<file path="src/design/tksd_pkg.sv">
package tksd_pkg;

    localparam int SYM_W   = 14;
    localparam int DIR_W   = 4;
    localparam int BTN_W   = 6;
    localparam int SLOT_W  = 39;
    localparam int STEP_W  = 7;
    localparam int LEN_W   = 3;
    localparam int WIN_W   = 8;
    localparam int ELAP_W  = 9;
    localparam int MASK_W  = 8;
    localparam int IDX_W   = 3;
    localparam int LEN_LSB  = 0;
    localparam int WIN_LSB  = 3;
    localparam int STEP_LSB = 11;

    // symbol codes, also the bit numbers of the folded symbol word
    localparam logic [3:0] SYM_F  = 4'd0;
    localparam logic [3:0] SYM_B  = 4'd1;
    localparam logic [3:0] SYM_D  = 4'd2;
    localparam logic [3:0] SYM_U  = 4'd3;
    localparam logic [3:0] SYM_DF = 4'd4;
    localparam logic [3:0] SYM_DB = 4'd5;
    localparam logic [3:0] SYM_UF = 4'd6;
    localparam logic [3:0] SYM_UB = 4'd7;
    localparam logic [3:0] SYM_LAST = 4'd13;

    localparam logic [1:0] KIND_PRESS   = 2'd0;
    localparam logic [1:0] KIND_HOLD    = 2'd1;
    localparam logic [1:0] KIND_RELEASE = 2'd2;

    localparam logic [SYM_W-1:0] GRP_F = 14'b00_0000_0101_0001;
    localparam logic [SYM_W-1:0] GRP_B = 14'b00_0000_1010_0010;
    localparam logic [SYM_W-1:0] GRP_D = 14'b00_0000_0011_0100;
    localparam logic [SYM_W-1:0] GRP_U = 14'b00_0000_1100_1000;

    localparam logic signed [ELAP_W-1:0] ELAP_IDLE = -9'sd1;
    localparam logic signed [ELAP_W-1:0] ELAP_MAX  = 9'sd255;

    function automatic logic [SYM_W-1:0] fold_inputs(
        input logic [DIR_W-1:0] dirs,
        input logic [BTN_W-1:0] btns
    );
        logic f, b, d, u, df, db, uf, ub;
        f  = dirs[0];
        b  = dirs[1];
        d  = dirs[2];
        u  = dirs[3];
        df = 1'b0;
        db = 1'b0;
        uf = 1'b0;
        ub = 1'b0;
        if (d && f)
        begin
            d = 1'b0; f = 1'b0; df = 1'b1;
        end
        if (d && b)
        begin
            d = 1'b0; b = 1'b0; db = 1'b1;
        end
        if (u && f)
        begin
            u = 1'b0; f = 1'b0; uf = 1'b1;
        end
        if (u && b)
        begin
            u = 1'b0; b = 1'b0; ub = 1'b1;
        end
        return {btns, ub, uf, db, df, u, d, b, f};
    endfunction

    function automatic logic step_match(
        input logic [STEP_W-1:0] step,
        input logic [SYM_W-1:0]  last,
        input logic [SYM_W-1:0]  now
    );
        logic [3:0]       sym;
        logic [1:0]       kind;
        logic             four;
        logic [SYM_W-1:0] grp;
        logic             l, n;
        logic             hit;
        sym  = step[3:0];
        kind = step[5:4];
        four = step[6];
        grp  = '0;
        if (sym <= SYM_LAST)
            grp = SYM_W'(1) << sym;
        if (four && kind != KIND_RELEASE)
        begin
            case (sym)
                SYM_F:   grp = GRP_F;
                SYM_B:   grp = GRP_B;
                SYM_D:   grp = GRP_D;
                SYM_U:   grp = GRP_U;
                default: grp = grp;
            endcase
        end
        l = |(last & grp);
        n = |(now & grp);
        case (kind)
            KIND_PRESS:   hit = n && !l;
            KIND_HOLD:    hit = n && l;
            KIND_RELEASE: hit = l && !n;
            default:      hit = 1'b0;
        endcase
        return hit;
    endfunction

endpackage

</file>
<file path="src/design/timed_key_sequence_detector_core.sv">
// Command sequence detector. Each input beat is one sampling tick of four
// directions and six buttons; the block folds opposite-axis pairs into
// diagonals and steps up to NUM_SLOTS command slots (each up to MAX_STEPS
// steps with a tick window) in parallel, returning one result beat per tick
// with the completed-command mask and the folded symbols. One beat is taken
// every clock cycle unless the master side stalls; a beat's result passes the
// input register and the result register before it is offered on the master
// side, and a result waiting there leaves the input register free for one
// more beat. The user must write slot registers through cfg_we/cfg_index/cfg_data
// only while no beat is in flight (not enforced); an index >= NUM_SLOTS is dropped.
module timed_key_sequence_detector_core #(
    parameter int NUM_SLOTS = 8,
    parameter int MAX_STEPS = 4
) (
    input  logic                        clk,
    input  logic                        rst_n,
    input  logic                        cfg_we,
    input  logic [tksd_pkg::IDX_W-1:0]  cfg_index,
    input  logic [tksd_pkg::SLOT_W-1:0] cfg_data,
    input  logic                        s_tvalid,
    output logic                        s_tready,
    input  logic [15:0]                 s_tdata,   // raw_directions[3:0], raw_buttons[9:4]
    output logic                        m_tvalid,
    input  logic                        m_tready,
    output logic [23:0]                 m_tdata    // completed_mask[7:0], folded_symbols[21:8]
);
    import tksd_pkg::*;

    localparam int PW = (MAX_STEPS > 1) ? $clog2(MAX_STEPS) : 1;

    logic                    in_valid_reg;
    logic [DIR_W-1:0]        dirs_reg;
    logic [BTN_W-1:0]        btns_reg;
    logic                    out_valid_reg;
    logic [MASK_W-1:0]       mask_reg;
    logic [SYM_W-1:0]        sym_reg;
    logic [SYM_W-1:0]        prev_reg;
    logic [SLOT_W-1:0]       cfg_reg     [NUM_SLOTS];
    logic [PW-1:0]           pos_reg     [NUM_SLOTS];
    logic [PW-1:0]           pos_next    [NUM_SLOTS];
    logic signed [ELAP_W-1:0] elapsed_reg  [NUM_SLOTS];
    logic signed [ELAP_W-1:0] elapsed_next [NUM_SLOTS];
    logic                    prog_reg    [NUM_SLOTS];
    logic                    prog_next   [NUM_SLOTS];
    logic [MASK_W-1:0]       mask_next;
    logic [SYM_W-1:0]        now_sym;
    logic                    advance;

    assign advance  = in_valid_reg && (!out_valid_reg || m_tready);
    assign s_tready = !in_valid_reg || advance;
    assign m_tvalid = out_valid_reg;
    assign m_tdata  = {2'b00, sym_reg, mask_reg};
    assign now_sym  = fold_inputs(dirs_reg, btns_reg);

    always_comb
    begin
        logic [LEN_W-1:0]         len;
        logic [WIN_W-1:0]         win;
        logic [PW-1:0]            pos;
        logic [LEN_W-1:0]         pos_inc;
        logic signed [ELAP_W-1:0] elap;
        logic                     prog;
        logic [STEP_W-1:0]        step;
        mask_next = '0;
        for (int i = 0; i < NUM_SLOTS; i++)
        begin
            pos_inc = '0;
            len = cfg_reg[i][LEN_LSB +: LEN_W];
            if (len > LEN_W'(MAX_STEPS))
                len = LEN_W'(MAX_STEPS);
            win  = cfg_reg[i][WIN_LSB +: WIN_W];
            pos  = pos_reg[i];
            elap = elapsed_reg[i];
            prog = prog_reg[i];
            // window expired: drop progress
            if (elap >= $signed({1'b0, win}))
            begin
                pos  = '0;
                elap = ELAP_IDLE;
                prog = 1'b0;
            end
            if (LEN_W'(pos) >= len)
                pos = '0;
            step = cfg_reg[i][STEP_LSB + STEP_W * int'(pos) +: STEP_W];
            if (len != '0 && step_match(step, prev_reg, now_sym))
            begin
                if (pos == '0)
                    prog = 1'b1;
                pos_inc = LEN_W'(pos) + LEN_W'(1);
                if (pos_inc >= len)
                begin
                    pos          = '0;
                    elap         = ELAP_IDLE;
                    prog         = 1'b0;
                    mask_next[i] = 1'b1;
                end
                else
                begin
                    pos = PW'(pos_inc);
                end
            end
            if (prog && elap < ELAP_MAX)
                elap = elap + ELAP_W'(1);
            pos_next[i]     = pos;
            elapsed_next[i] = elap;
            prog_next[i]    = prog;
        end
    end

    always_ff @(posedge clk or negedge rst_n)
    begin
        if (!rst_n)
        begin
            in_valid_reg  <= 1'b0;
            out_valid_reg <= 1'b0;
            prev_reg      <= '0;
            for (int i = 0; i < NUM_SLOTS; i++)
            begin
                cfg_reg[i]     <= '0;
                pos_reg[i]     <= '0;
                elapsed_reg[i] <= ELAP_IDLE;
                prog_reg[i]    <= 1'b0;
            end
        end
        else
        begin
            if (s_tready)
                in_valid_reg <= s_tvalid;
            if (advance)
                out_valid_reg <= 1'b1;
            else if (m_tready)
                out_valid_reg <= 1'b0;
            if (advance)
            begin
                prev_reg <= now_sym;
                for (int i = 0; i < NUM_SLOTS; i++)
                begin
                    pos_reg[i]     <= pos_next[i];
                    elapsed_reg[i] <= elapsed_next[i];
                    prog_reg[i]    <= prog_next[i];
                end
            end
            if (cfg_we)
            begin
                for (int i = 0; i < NUM_SLOTS; i++)
                begin
                    if (cfg_index == IDX_W'(i))
                        cfg_reg[i] <= cfg_data;
                end
            end
        end
    end

    // payload: hold while stalled
    always_ff @(posedge clk)
    begin
        if (s_tready && s_tvalid)
        begin
            dirs_reg <= s_tdata[DIR_W-1:0];
            btns_reg <= s_tdata[DIR_W +: BTN_W];
        end
        if (advance)
        begin
            mask_reg <= mask_next;
            sym_reg  <= now_sym;
        end
    end

endmodule

</file>
<file path="config.mk">
export PLATFORM = sky130hd
export DESIGN_NAME = timed_key_sequence_detector_core
export DESIGN_NICKNAME = d
export VERILOG_FILES = /design/src/design/tksd_pkg.sv /design/src/design/timed_key_sequence_detector_core.sv
export SDC_FILE = /design/constraint.sdc
export NUM_CORES = 1
export LEC_CHECK = 0
export ABC_AREA = 1
export BUFFER_PORTS_ARGS = -buffer_cell sky130_fd_sc_hd__buf_2
export CAP_MARGIN = 20
export CORE_UTILIZATION = 29
export DETAILED_ROUTE_END_ITERATION = 6
export PLACE_DENSITY = 0.45
export SLEW_MARGIN = 40
export SYNTH_ARGS = -nofsm -noshare
export SYNTH_HDL_FRONTEND = slang
export SYNTH_SLANG_ARGS = --single-unit
</file>
<file path="constraint.sdc">
create_clock -name clk -period 8.2 [get_ports clk]
set_input_delay 0 -clock clk [delete_from_list [all_inputs] [get_ports clk]]
set_output_delay 0 -clock clk [all_outputs]
set_load 0.05 [all_outputs]
</file>
Yosys cells after proc, flatten, opt, wreduce, memory -nomap -nowiden:

Cells that the tools add are included.

* memory bits (writable): 0
* memories kept: 0
* flip-flop bits (word level): 456
* input port bits: 63
* word-level logic and storage cells: 503
* latch bits: 0
* ROM bits: 0

* $lt $le $gt $ge: 48
* reductions and logical operators: 132
* eq/ne operators: 55
* $mul: 8
* add/subtract/negate cells: 24
* shift-type cells: 16
* divide/modulo/power cells: 0
* bitwise logic cells: 16
* multiplexer cells: 158

Operators with widths (number)
* one-hot mux 14 bit (4 select lines): 8
* variable part select 39 x 7 -> 7 bit: 8
* 2-to-1 mux 9 bit: 32
* AND 14 bit: 16
* 2-to-1 mux 14 bit: 16
* OR reduction 14 bit: 16
* left shift 1 x 4 -> 14 bit (first input constant): 8
* adder 9 x 2 -> 9 bit (second input constant): 8
* >= comparator 9 bit: 8
* < comparator 9 bit (second input constant): 8
* == test 4 x 2 -> 1 bit (second input constant): 16
* 2-to-1 mux 2 bit: 32
* logical AND 1 bit: 54
* 2-to-1 mux 1 bit: 54
* adder 4 x 5 -> 6 bit (first input constant): 8
* multiplier 3 x 2 -> 5 bit (first input constant): 8
* == test 4 x 1 -> 1 bit (second input constant): 8
* <= comparator 4 bit (second input constant): 8
* zero test 2 bit: 16
* zero test 4 bit: 8
* adder 2 x 1 -> 3 bit (second input constant): 8
* >= comparator 2 x 3 -> 1 bit: 8
* >= comparator 3 bit: 8
* > comparator 3 bit (second input constant): 8
* other kinds (14): 85

Longest topological paths before layout:

Gate-level depths: netlist of the first run.

* word-level depth: 21
* depth in mapped cells: 51
* mapped depth without buffers: 48

Worst setup path before layout of the first run:

OpenSTA, ideal clock, no wires.

* path kind: register to register
* start point: register elapsed_reg[25] (netlist bit)
* end point: register elapsed_reg[26] (netlist bit)
* arrival time: 5.284 ns
* data required time: 8.140 ns
* setup time: 0.060 ns
* setup slack: 2.856 ns
* cell stages (with the launch flop): 42
* path through: dfstp_2 ha_1 nand2_1 nor2_1 nand3_1 nand2_1 nor2_1 nand2_2 nand2_4 buf_6 nand2_1 ha_1 inv_1 a21boi_0 o21ai_1 nand4_2 buf_2 or2_2 [6 not listed] nand4_1 nand2_1 nand2_1 nand2_1 inv_1 nand2_1 nand4_1 nand2_4 nand3_4 buf_2 nand2_1 ha_1 nand3_1 nor2_1 nand3_1 nand2_1 nand3_1 nand2_1

* longest elaborated chain between the ends: 21
* elaborated cells between the ends (all ways): 46

RTL lines
* start: declaration: RTL line timed_key_sequence_detector_core.sv:41 `logic signed [ELAP_W-1:0] elapsed_reg [NUM_SLOTS];`
* start signal: indexed assignment: RTL line timed_key_sequence_detector_core.sv:139 `elapsed_reg[i] <= elapsed_next[i];`
* >= comparator 9 bit: RTL line timed_key_sequence_detector_core.sv:76 `if (elap >= $signed({1'b0, win}))`
* 2-to-1 mux 2 bit: RTL line timed_key_sequence_detector_core.sv:76
* >= comparator 2 x 3 -> 1 bit: RTL line timed_key_sequence_detector_core.sv:82 `if (LEN_W'(pos) >= len)`
* 2-to-1 mux 2 bit: RTL line timed_key_sequence_detector_core.sv:82
* multiplier 3 x 2 -> 5 bit: RTL line timed_key_sequence_detector_core.sv:84 `step = cfg_reg[i][STEP_LSB + STEP_W * int'(pos) +: STEP_W];`
* adder 4 x 5 -> 6 bit: RTL line timed_key_sequence_detector_core.sv:84
* variable part select 39 x 7 -> 7 bit: RTL line timed_key_sequence_detector_core.sv:84
* <= comparator 4 bit / left shift 1 x 4 -> 14 bit (equally long branches): RTL line tksd_pkg.sv:87, tksd_pkg.sv:88
* [5 not listed]
* zero test 1 bit, on equally long branches: RTL line tksd_pkg.sv:104, tksd_pkg.sv:102
* logical AND 1 bit, on equally long branches: RTL line tksd_pkg.sv:104, tksd_pkg.sv:102
* one-hot mux 1 bit (3 select lines): RTL line tksd_pkg.sv:101 `case (kind)`
* logical AND 1 bit: RTL line timed_key_sequence_detector_core.sv:85 `if (len != '0 && step_match(step, prev_reg, now_sym))`
* 2-to-1 mux 9 bit: RTL line timed_key_sequence_detector_core.sv:85
* < comparator 9 bit: RTL line timed_key_sequence_detector_core.sv:102 `if (prog && elap < ELAP_MAX)`
* logical AND 1 bit: RTL line timed_key_sequence_detector_core.sv:102
* 2-to-1 mux 9 bit *: RTL line timed_key_sequence_detector_core.sv:102

Mark *: on every way between the ends. The rest lies on a longest branch, timed or not.
A chain may end at the register's enable or synchronous reset.

Worst setup path in the final report of the first run:

* start point: register elapsed_reg[31] (netlist bit)
* end point: register elapsed_reg[35] (netlist bit)

The elaborated chain is that of the path after synthesis.

==> impl_metrics.toml, run 1 <==
[sta]
setup_violations = 0
grt_setup_unrepaired = "false"
fin_crit_ps = 6350
finClkSkew_ps = 51.6
fin_crit_sh_pct = 77.4
max_freq_mhz = 158
drv_slew = 0
tightest_slew_ps = 894
relSlewSlack_pct = 40.4
hold_viol_final = 0
setup_tns_ps = 0

[cells_and_area]
layout-drive-gt1-share_pct = 13.5
final_cell_area_um2 = 35300
fin_cells = 5886
largest_register_ff_count = 312
finalNetCount = 4653
area_growth_pct = 14.1

[synth]
synth-seq-cells = 456
synth_xor_area_share_pct = 0.680
synth_area_leaders = "dfrtp_1, nand2_1, ha_1, dfstp_2, o21ai_0"
synth_most_common_cell = "nand2_1"
synth_simple_gate_area_share_pct = 35.7
synth.top_cells.by_count = "nand2_1, inv_1, o21ai_0"
synth_area_leader_cell = "dfrtp_1"
synth_fa_ha_area_share_pct = 6.15
synth_enable_flop_cells = 32
synth_cells = 4369
synthFlopType = "dfrtp_1"
syn_avg_cell_area_um2 = 7.08
synth_compound_area_share_pct = 10.8
yosysTopAreaCellShare_pct = 28.5
async_reset_ff_share_pct = 93.0
syn_area_um2 = 30900
synth.mux.area_fraction_pct = 0
yosysSeqAreaShare_pct = 37.7
synth_top_family_by_area = "simple AND/OR/NAND/NOR gates"
ys_types = 65
yosys_warnings = 0

[clock_network]
clk_latency_ps = 690
cts.clk_slew.worst_paths_ps = 60
clk_path_buf_depth = 3
cts-resized-gates = 0
cts_max_level = 2
clock-root-buffer = "clkbuf_16"
cts_tree = "done"
cts_sinks = 456
cts_buffers = 60
post_cts_buffers = 0

[pwr]
p_per_area_nw_per_um2 = 352
p_leak_nw = 17.9
vdd_ir_drop_max_mv = 0.153

[placement]
portBuffers = 80
placedCellCount = 5711
routabilityCongestion = 0.889
place_area_um2 = 32500
dp_hpwl_um = 69500

[drt]
drt_iter0_drc = 2378
antenna_left = 0
drt-total-wl_um = 106000
routedWlPerCell_um = 17.9
drc = 12
vias_per_cell = 4.80
drt-pass1-iter-count = 7
vias = 28200

[status]
status = "finished, violations left"
violations = "DRC"

[setup_path]
critPathRequiredTime_ps = 8800
crit_type = "reg -> reg"
arrival_ps = 6950
worst-path-max-fanout = 16
slowest_stage = "dfstp_2"
cpMostUsedCell = "nand2_1"
end_kind = "flip-flop"
startpoint_type = "flip-flop"
max_stage_delay_ps = 540

[min_path]
min_path_type = "in -> reg"

[die]
rows = 119
dieWidth_um = 329
die_height_um = 329
initial_utilization_pct = 29.3
die_area_um2 = 108000
io_pins = 89
coreArea_um2 = 106000

[grt]
grt_pass1_vias = 26200
antenna_found_initial = 22
grt_usage_pct = 19.7
grt_pass1_wl_um = 161000
grt-ovfl-total = 0
grt_max_degree = 121

[job]
maxCapViolCount = 0
==> critical path: cells and delay by family (launching register included) <==
family	cells	cell delay, ps
compound gates	7	1040
fa+ha+maj	4	1000
buf+inv	3	460
flops	1	540
simple gates	23	3190
==> final timing paths <==
path | slack (ps) | startpoint | to | cells past startpoint
worst min register to register | 480 | elapsed_reg[23] | elapsed_reg[23] | 2
worst max register to register | 1850 | elapsed_reg[31] | elapsed_reg[35] | 37
worst min-delay path | 30 | cfg_data[30] | cfg_reg[303] | 3
max in group asynchronous | 6430 | rst_n | cfg_reg[170] | 5
worst max-delay path | 1850 | elapsed_reg[31] | elapsed_reg[35] | 37
min in group asynchronous | 520 | rst_n | elapsed_reg[64] | 3
==> cell type report <==
type | count | area (µm²)
sequential | 456 | 11700
clock inverter | 33 | 450
multi-input combinational | 3261 | 16500
inverter | 501 | 1910
tap | 1391 | 1740
fill | 11400 | 70300
timing repair buffer | 158 | 1230
clock buffer | 81 | 1730
antenna | 5 | 12.5
==> where the power goes <==
part           leakage [nW]  internal (mW)  switching (mW)
registers              5.50           2.98           0.500
logic                  11.4           1.96            4.08
clock network          1.07           1.77            1.13
==> cell families after synthesis <==
| family | count (synthesis) |
|---|---|
| XOR/XNOR | 24 |
| flip-flops | 456 |
| AND/OR/NAND/NOR | 2489 |
| other | 1 |
| buffers and inverters | 653 |
| adder cells (fa/ha/maj) | 152 |
| AO/OA/AOI/OAI | 594 |
==> per-layer routing <==
| metal | share of wire (%) | vias to the layer above | track usage, % |
|---|---|---|---|
| li1 | - | 14200 | - |
| met4 | 2.8 | 6 | 5.92 |
| met1 | 48 | 13200 | 28.7 |
| met3 | 6.1 | 131 | 2.85 |
| met2 | 43 | 641 | 29.8 |
| met5 | 0.047 | - | 0 |
==> what timing repair did <==
action	CTS	global route
hold buffers	55	0
endpoints found under the setup margin	0	0
endpoints found under the hold margin	530	0
==> per-stage QoR <==
step                hold slack (ps)  total power [mW]  util (%)  setup WS (ps)
floorplan                      -296              8.09         -           2860
global placement               34.6              9.48      30.7           1870
detailed placement             32.6              9.53      30.8           1850
CTS                            6.63              12.5      33.4           1840
global route                   32.0              13.6      33.4           1180
finish                         27.2              12.4      33.4           1850
==> cells in the final DEF, fill, tap and decap left out, drive strengths merged, types with 29 or more instances in the layout <==
cell type | netlist | final
clkbuf | 89 | 81
inv | 495 | 498
dfrtp | 352 | 352
o21ai | 410 | 410
nand4 | 94 | 94
or2 | 29 | 29
edfxtp | 32 | 32
a21oi | 99 | 99
nand3 | 338 | 338
nor2 | 320 | 320
ha | 152 | 152
dfstp | 72 | 72
nand2 | 1690 | 1690
dlygate4sd3 | 1 | 54
buf | 61 | 104
(Power assumes the default switching activity.)
==> run 2: changes to the inputs <==
- PLACE_DENSITY: 0.45 -> 0.47
- clock period: 8.2 -> 5.16 ns (I/O delays scaled with it)
==> run 2 against run 1 <==
- global-route usage up 0.49 points
- critical path type unchanged
- register-to-register slack worse by 1900 ps
- power rose by 98%
- the flow finishes with violations (DRC, setup timing)
- critical endpoint is now elapsed_reg[4]
- critical path depth grew 4
==> impl_metrics.toml, run 2 (synthesis results as in run 1) <==
[drt]
drt-total-wl_um = 112000
vias_per_cell = 4.79
vias = 30400
routedWlPerCell_um = 17.7
drc = 24
drt_iter0_drc = 2205
drt-pass1-iter-count = 7
antenna_left = 0

[sta]
tightest_slew_ps = 899
layout_setup_ws_ps = -34.1
finClkSkew_ps = 42.8
drv_slew = 0
fin_crit_sh_pct = 101
max_freq_mhz = 193
setup_violations = 6
fin_crit_ps = 5190
grt_setup_unrepaired = "true"
fin_hold_ws_ps = 0.890
hold_viol_final = 0
relSlewSlack_pct = 40.0

[cells_and_area]
fillers = 11100
layout.area.seq_um2 = 11700
fin_cells = 6343
layout_common_cells = "nand2_1, buf_4, inv_1, dfrtp_1, o21ai_0"
multi_input_area_um2 = 19300
final_cell_area_um2 = 41600
finalNetCount = 5112
layout-drive-gt1-share_pct = 31.2
largest_register_ff_count = 312
final_common_cell = "nand2_1"
area_growth_pct = 34.5

[die]
rows = 119
dieWidth_um = 329
coreArea_um2 = 106000
die_height_um = 329
die_area_um2 = 108000
initial_utilization_pct = 29.3
io_pins = 89

[setup_path]
max_stage_delay_ps = 520
cp_top_family = "simple AND/OR/NAND/NOR gates"
critPathRequiredTime_ps = 5790
arrival_ps = 5830
worst-path-max-fanout = 8
cpMostUsedCell = "nand2_1"
end_kind = "flip-flop"
cp_num_buf_inv = 8
crit_type = "reg -> reg"
r2r_setup_slack_ps = -30
startpoint_type = "flip-flop"
slowest_stage = "dfstp_2"

[placement]
portBuffers = 80
routabilityCongestion = 0.880
placedCellCount = 6049
place_area_um2 = 35100
dp_slack_ps = -231
dp_hpwl_um = 74300

[job]
maxCapViolCount = 0

[grt]
grt_pass1_wl_um = 168000
grt-ovfl-total = 0
grt_max_degree = 105
antenna_found_initial = 22
grt_usage_pct = 20.2
grt_pass1_vias = 28000

[status]
violations = "DRC, setup timing"
status = "finished, violations left"

[clock_network]
cts_tree = "done"
cts.clk_slew.worst_paths_ps = 60
cts_buffers = 58
clk_path_buf_depth = 3
clock-root-buffer = "clkbuf_16"
cts_max_level = 2
clk_latency_ps = 690
cts_sinks = 456

[pwr]
p_leak_nw = 20.5
report.power.total_mw = 24.6
vdd_ir_drop_max_mv = 0.324
p_per_area_nw_per_um2 = 592

[min_path]
min_path_type = "in -> reg"
run 2: final timing paths:
path	start	endpoint	cells after the start
worst max register to register	elapsed_reg[0]	elapsed_reg[4]	41
worst min register to register	elapsed_reg[35]	elapsed_reg[35]	2
worst max-delay path	elapsed_reg[0]	elapsed_reg[4]	41
min in group asynchronous	rst_n	prog_reg[3]	3
worst min-delay path	cfg_index[0]	cfg_reg[26]	6
max in group asynchronous	rst_n	elapsed_reg[41]	5
run 2: stage by stage:
stage | setup TNS (ps) | util, %
global placement | -2980 | 33.2
global route | -14580 | 39.4
CTS | 0 | 36.1
finish | -132 | 39.4
detailed placement | -4520 | 33.2
floorplan | -2.46 | -
run 2: timing repair:
item,CTS,global route
cloned,3,3
hold buffers,54,1
gates resized for setup,69,652
hold endpoints to repair,397,1
setup endpoints to repair,65,97
buffers inserted,30,89
pin swaps,40,332
run 2: power breakdown:
group	internal [mW]	total (mW)	switching (mW)	leakage, nW
clock network	2.44	4.27	1.83	0.953
registers	4.73	5.49	0.755	5.50
logic	6.32	14.9	8.55	14.1
run 2: cell type report:
type / instances / area share, %
Multi-Input combinational cell: 3267 / 46.5
Sequential cell: 456 / 28.0
Timing Repair Buffer: 613 / 11.9
Inverter: 501 / 4.67
Tap cell: 1391 / 4.18
Clock buffer: 79 / 3.93
Clock inverter: 31 / 0.779
Antenna cell: 5 / 0.0301
run 2: metal layers:
layer / wire length (µm) / global-route usage, % / up-vias
met4: 2810 / 5.77 / 0
met5: 0 / 0 / -
met3: 6390 / 2.58 / 113
met2: 50200 / 31.4 / 730
li1: - / - / 15100
met1: 52900 / 29.1 / 14400
run 2: worst min-delay path, delay by kind of cell:
kind / cells / cell delay, ps
buffers and inverters: 3 / 410
AOI/OAI and AO/OA: 1 / 40
and+or+nand+nor: 2 / 160
